[src/design/pfns_pkg.sv]
package pfns_pkg;

    localparam int MAX_RUN_FRAMES = 256;
    localparam int CNT_W          = $clog2(MAX_RUN_FRAMES + 1);
    localparam int NOTE_COUNT     = 128;
    localparam int CFG_IDX_W      = 8;
    localparam int POW_W          = 600;

    typedef logic [23:0] freq_t;
    typedef logic [CNT_W-1:0] cnt_t;

    typedef enum logic [CFG_IDX_W-1:0] {
        CFG_MIN_CLARITY  = 8'd0,
        CFG_MAX_GAP      = 8'd1,
        CFG_MIN_DURATION = 8'd2,
        CFG_HOP_LENGTH   = 8'd3
    } cfg_idx_t;

    typedef struct packed {
        logic clear;
        logic load;
        logic insert;
        logic shift;
    } chain_cmd_t;

    typedef freq_t thresh_tab_t [NOTE_COUNT];

    // smallest frequency x with x^24 >= 55^24 * 2^(125+2n)
    function automatic freq_t note_threshold(int n);
        logic [POW_W-1:0] q;
        logic [POW_W-1:0] p;
        logic [24:0]      lo;
        logic [24:0]      hi;
        logic [24:0]      mid;
        q  = POW_W'(1);
        for (int i = 0; i < 24; i++)
        begin
            q = q * POW_W'(55);
        end
        q  = q << (125 + 2 * n);
        lo = 25'd0;
        hi = 25'h1000000;
        for (int k = 0; k < 26; k++)
        begin
            if (lo < hi)
            begin
                mid = (lo + hi) >> 1;
                p   = POW_W'(1);
                for (int i = 0; i < 24; i++)
                begin
                    p = p * POW_W'(mid);
                end
                if (p >= q)
                begin
                    hi = mid;
                end
                else
                begin
                    lo = mid + 25'd1;
                end
            end
        end
        return lo[23:0];
    endfunction

    function automatic thresh_tab_t build_thresholds();
        thresh_tab_t t;
        t[0] = '0;
        for (int n = 1; n < NOTE_COUNT; n++)
        begin
            t[n] = note_threshold(n);
        end
        return t;
    endfunction

    localparam thresh_tab_t NOTE_THRESH = build_thresholds();

endpackage

[src/design/pfns_div.sv]
module pfns_div (
    input  logic        clk,
    input  logic        rst_n,
    input  logic        start,
    input  logic [31:0] dividend,
    input  logic [15:0] divisor,
    output logic        busy,
    output logic [31:0] quotient
);
    import pfns_pkg::*;

    logic [5:0]  step_reg;
    logic [5:0]  step_next;
    logic [31:0] quot_reg;
    logic [31:0] quot_next;
    logic [15:0] rem_reg;
    logic [15:0] rem_next;
    logic [15:0] dvs_reg;
    logic [15:0] dvs_next;
    logic [16:0] trial;

    // restoring, one quotient bit per cycle
    always_comb
    begin
        step_next = step_reg;
        quot_next = quot_reg;
        rem_next  = rem_reg;
        dvs_next  = dvs_reg;
        trial     = {rem_reg, quot_reg[31]};
        if (start)
        begin
            step_next = 6'd32;
            quot_next = dividend;
            rem_next  = '0;
            dvs_next  = divisor;
        end
        else if (step_reg != 6'd0)
        begin
            step_next = step_reg - 6'd1;
            if (trial >= {1'b0, dvs_reg})
            begin
                rem_next  = 16'(trial - {1'b0, dvs_reg});
                quot_next = {quot_reg[30:0], 1'b1};
            end
            else
            begin
                rem_next  = trial[15:0];
                quot_next = {quot_reg[30:0], 1'b0};
            end
        end
    end

    always_ff @(posedge clk or negedge rst_n)
    begin
        if (!rst_n)
        begin
            step_reg <= '0;
        end
        else
        begin
            step_reg <= step_next;
        end
    end

    always_ff @(posedge clk)
    begin
        quot_reg <= quot_next;
        rem_reg  <= rem_next;
        dvs_reg  <= dvs_next;
    end

    assign busy     = step_reg != 6'd0;
    assign quotient = quot_reg;

endmodule

[config.mk]
export PLATFORM = sky130hd
export DESIGN_NAME = pfns_div
export DESIGN_NICKNAME = d
export VERILOG_FILES = /design/src/design/pfns_pkg.sv /design/src/design/pfns_div.sv
export SDC_FILE = /design/constraint.sdc
export NUM_CORES = 1
export LEC_CHECK = 0
export BUFFER_PORTS_ARGS = -buffer_cell sky130_fd_sc_hd__clkbuf_2
export CAP_MARGIN = 20
export CORE_MARGIN = 2
export CORE_UTILIZATION = 40
export DETAILED_ROUTE_END_ITERATION = 12
export PLACE_DENSITY = 0.72
export RECOVER_POWER = 25
export SLEW_MARGIN = 20
export SYNTH_ARGS = -nofsm -noshare
export SYNTH_HDL_FRONTEND = slang
export SYNTH_SLANG_ARGS = --single-unit
[constraint.sdc]
create_clock -name clk -period 2.7 [get_ports clk]
set_input_delay 0.135 -clock clk [delete_from_list [all_inputs] [get_ports clk]]
set_output_delay 0.135 -clock clk [all_outputs]
set_load 0.02 [all_outputs]
=== After elaboration in Yosys (flattened, before gate mapping) ===
Cells that the tools add are included.

* $lt $le $gt $ge: 1
* Muxes and demuxes: 6
* Equal/unequal tests: 0
* Shift operators: 0
* $mul: 0
* Div/mod/pow operators: 0
* Reduce and logical (&&, ||, !) cells: 2
* $add $sub $neg: 2
* Bitwise operators: 0

{| class="wikitable"
|+ Operators by type and width
! operator !! count
|-
| 32-bit two-way mux || 2
|-
| 17-bit by 16-bit >= comparator with 1-bit output || 1
|-
| 16-bit two-way mux || 1
|-
| 16-bit subtractor || 1
|-
| 6-bit two-way mux || 2
|-
| 6-bit nonzero test || 1
|-
| 6-bit by 1-bit subtractor with 6-bit output, second input constant || 1
|-
| 2-bit nonzero test || 1
|-
| 1-bit two-way mux || 1
|}

* Input bits: 51
* ROM bits: 0
* Memories: 0
* Bits in latches: 0
* Output and inout bits: 33
* RAM bits: 0
* Register bits: 70

=== Logic depth before layout (Yosys ltp) ===
* Depth after elaboration: 4
* Mapped depth: 10

=== Least setup slack after synthesis ===
No wires, ideal clock.

* Path kind: register to register
* Start point: register step_reg[0]
* End point: register quot_reg[0], in the netlist quotient[0], enable pin
* Library setup time: 400 ps
* Data arrival time: 1986 ps
* Cell stages (with the launch flop): 9
* Path slack: 314 ps
* Path through: dfrtp_1 inv_1 ha_1 nand2_1 nor3_1 inv_1 clkbuf_1 nor2_1 inv_1

* Cells in the longest elaborated chain, start to end: 2

{| class="wikitable"
|+ RTL lines
! item !! RTL line !! text
|-
| start, declared || pfns_div.sv:12 || <nowiki>logic [5:0] step_reg;</nowiki>
|-
| start signal, assigned || pfns_div.sv:61 || <nowiki>step_reg <= step_next;</nowiki>
|-
| 6-bit nonzero test || pfns_div.sv:37 || <nowiki>else if (step_reg != 6'd0)</nowiki>
|-
| 2-bit nonzero test (no line) || - ||
|-
| end signal, assigned || pfns_div.sv:67 || <nowiki>quot_reg <= quot_next;</nowiki>
|-
| end, declared || pfns_div.sv:14 || <nowiki>logic [31:0] quot_reg;</nowiki>
|}

No other way between the ends.
A chain may end at the register's enable or synchronous reset.

=== Worst setup path in the final report ===
* Start point: register dvs_reg[12]
* End point: register rem_reg[15]

* Cells in the longest elaborated chain, start to end: 2

{| class="wikitable"
|+ RTL lines
! item !! RTL line !! text
|-
| start, declared || pfns_div.sv:18 || <nowiki>logic [15:0] dvs_reg;</nowiki>
|-
| start signal, assigned || pfns_div.sv:69 || <nowiki>dvs_reg <= dvs_next;</nowiki>
|-
| 16-bit subtractor / 17-bit by 16-bit >= comparator with 1-bit output (equally long branches) || pfns_div.sv:42, pfns_div.sv:40 ||
|-
| 16-bit two-way mux (*) || pfns_div.sv:40 || <nowiki>if (trial >= {1'b0, dvs_reg})</nowiki>
|-
| end signal, assigned || pfns_div.sv:68 || <nowiki>rem_reg <= rem_next;</nowiki>
|-
| end, declared || pfns_div.sv:16 || <nowiki>logic [15:0] rem_reg;</nowiki>
|}

Mark *: on every way between the ends. The rest lies on a longest branch, timed or not.

==> metrics.md <==
| Metric | Value |
|---|---|
| Status | finished clean |
| Post-synth net total | ~410 |
| Yosys reg bits | 70 |
| Initial antenna violation count | 0 |
| RSZ-0062 raised after global routing | false |
| GRT Total Usage | 0.178 |
| Max VDD drop | about 0.45 mV |
| Final setup TNS | 0 ns |
| Die area | 10400 um^2 |
| Postcts setup bufs | 0 |
| Hold Vio Cnt, Final | 0 |
| Clock Latency Late Sink | between 0.3 and 0.4 ns |
| Power Dens Cells | a little under 900 nW/um^2 |
| CP Capture Type | flip-flop |
| Post-synth EDFFs | 48 |
| Number of flip-flops in the largest register | 32 |
| Rel. slew slack | 0.630 |
| GPL Wtd Cong | 0.871 |
| Syn Std Cell Area | 3830 um^2 |
| P_leak | 2.10 nW |
| Initial Utilization | 0.413 |
| FP Rows | 35 |
| Ports | 84 |
| Placement-stage cell area | 4410 um^2 |
| DRT Wirelength | 8.70 mm |
| Max Root-Sink Buffers | 2 |
| FF-to-FF Start | dvs_reg[12]$_DFFE_PP_ |
| Clock Pin Slew Worst Setup and Hold Paths | 0.08 ns |
| Achievable Freq | 402 MHz |
| Global-route wire length before repair | 14.3 mm |
| Wire per inst | 15.1 um |
| Port-buffer cells | 83 |
| Max H-tree Level | 3 |
| Worst-path fanout max | 16 |
| Vias in the first global route | 2927 |
| Hold Crit Class | in2reg |
| Antenna diode count | 0 |
| Share of the synthesized area in the top cell type | 0.376 |
| # clock sinks | 70 |
| Largest net degree at the start of global routing | 65 |
| Fin crit share | 0.921 |
| Critical Path AT | 2.75 ns |
| Element type at the critical path start | flip-flop |
| Worst clock skew | between 0.007 and 0.008 ns |
| Setup Viol. Count Final | 0 |
| Top post-synthesis cells by area | edfxtp_1, mux2_2, dfxtp_1 |
| Clk root buf | clkbuf_8 |
| Transition time of the tightest slew-check pin | 0.554 ns |
| Flop2flop setup slack | 0.21 ns |
| Register area share after synthesis | 0.499 |
| Layout cells sized above 1 | 0.326 |
| Grt total ovfl | 0 |
| Area growth, synth to finish | 25.4% |
| Die width | 102 um |
| Area leader, netlist | edfxtp_1 |
| Post-Synthesis Cells | around 340 |
| Worst setup path category | reg2reg |
| Netlist cell types | 61 |
| Final instance area | 4800 um^2 |
| Min-Delay Path Depth | 2 |
| DRT iter0 DRCs | 147 |
| Min-Delay Endpoint | quotient[17]$_DFFE_PP_ |
| Post-layout net count | approximately 500 |
| WP data required | 2.97 ns |
| DRT Pass-1 Iters | 4 |
| Post_cts resized | 0 |
| R2R cell count | 8 |
| Post-DP HPWL | approximately 6.4 mm |
| Via density | 5.16 |
| Core area | 9280 um^2 |
| Die height | 102 um |
| CTS tree | built |
| Hold Startpoint | dividend[17] |
| Slew Limit Fails | 0 |
| Avg Cell Area, Syn | 11.4 um^2 |
| DRC Markers | 0 |
| Synth async-reset ratio | 0.0857 |
| Ys flop type | edfxtp_1 |
| YS warnings | 0 |
| DR vias | 2975 |
| Post-route ant nets | 0 |
| Max_cap viols | 0 |
| Worst r2r dst | rem_reg[15]$_SDFFE_PP0P_ |
| Tmin final | 2.49 ns |
| CTS Buf Count | 9 |
## cell type report
class                           count  area [um^2]
Multi-Input combinational cell    234         1790
Clock buffer                        9          124
Inverter                           23         86.3
Fill cell                         893         4480
Sequential cell                    70         1910
Tap cell                          129          161
Clock inverter                      7          104
Timing Repair Buffer              105          631
## per-layer routing
metal / vias to the layer above / track usage / wire, um
met4: 0 / 0.0595 / 131
met2: 112 / 0.259 / 3880
met1: 1388 / 0.244 / 3950
met5: - / 0 / 0
li1: 1464 / - / -
met3: 11 / 0.0711 / 747
## cell usage in the layout (no fill, tap or decap), types with 4 or more instances in the layout
master	count
a211o_1	4
clkbuf_1	4
buf_4	4
xnor2_1	9
ha_1	17
dfxtp_1	16
nor3_1	6
nand3_1	4
a21oi_1	14
nand2b_1	9
nand2_1	21
o21ai_0	11
mux2i_1	6
clkbuf_8	9
a21o_1	5
clkbuf_2	79
dlygate4sd3_1	17
edfxtp_1	48
dfrtp_1	6
and3_1	7
mux2_2	33
inv_1	23
a211oi_1	6
o31a_1	5
nor2_1	29
## critical path, cell delays in order, from the launching register on
cell and delay [ns]:
edfxtp_1 0.32, inv_1 0.04, ha_1 0.45, nand4_2 0.20, nor4_4 0.35, nor3_2 0.11
a31oi_4 0.49, o21ai_1 0.18, a311oi_2 0.26
## cell usage after synthesis, drive strengths merged (4+ instances only)
cell type and n:
ha 17, o31a 5, nor3 7, and3 7
a21oi 14, a211o 4, a211oi 7, edfxtp 48
mux2 33, xnor2 9, nand3 5, inv 23
nand2b 9, a21o 5, nand2 22, dfxtp 16
buf 7, mux2i 6, dfrtp 6, nor2 29
o21ai 14
## power by group
part | internal, mW | total, mW | switching (mW)
logic | 0.674 | 1.61 | 0.938
clock network | 0.533 | 0.967 | 0.435
registers | 1.42 | 1.59 | 0.168
total | 2.63 | 4.17 | 1.54
## cell families (layout without fill, tap and decap cells)
| kind of cell | count (synthesis) | in the layout | synth area share |
|---|---|---|---|
| compound gates | 75 | 75 | 0.144 |
| xor+xnor | 12 | 12 | 0.0274 |
| fa+ha+maj | 18 | 18 | 0.0607 |
| buf+inv | 33 | 144 | 0.0346 |
| flops | 70 | 70 | 0.499 |
| mux | 39 | 39 | 0.113 |
| simple gates | 90 | 90 | 0.121 |
## worst max path at each step
stage | startpoint | endpoint | slack, ns | cells after the start
6_report | dvs_reg[12]$_DFFE_PP_ | rem_reg[15]$_SDFFE_PP0P_ | 0.21 | 8
3_5_place_dp | dvs_reg[12]$_DFFE_PP_ | rem_reg[15]$_SDFFE_PP0P_ | 0.23 | 8
4_1_cts | dvs_reg[12]$_DFFE_PP_ | rem_reg[15]$_SDFFE_PP0P_ | 0.20 | 8
3_3_place_gp | dvs_reg[12]$_DFFE_PP_ | rem_reg[11]$_SDFFE_PP0P_ | 0.29 | 8
2_1_floorplan | step_reg[0]$_DFFE_PN0P_ | quotient[0]$_DFFE_PP_ | 0.31 | 8
5_1_grt | dvs_reg[12]$_DFFE_PP_ | rem_reg[15]$_SDFFE_PP0P_ | 0.02 | 8
## through the flow
step           setup WS (ns)  utilization  instances  total power [mW]  hold slack (ns)
4_1_cts                0.199        0.518        577              4.19           0.0661
3_3_place_gp           0.289        0.475        544              3.16          -0.0281
3_5_place_dp           0.231        0.475        544              3.19          -0.0267
2_1_floorplan          0.314            -        337              2.75           -0.161
6_report               0.213        0.518        577              4.17           0.0834
5_1_grt               0.0177        0.518        577              4.44           0.0613
## timing repair
action | in CTS | in global routing
hold buffers | 17 | 0
endpoints found under the setup margin | 0 | 0
endpoints found under the hold margin | 22 | 0
Power figures use the tool's default switching activity.
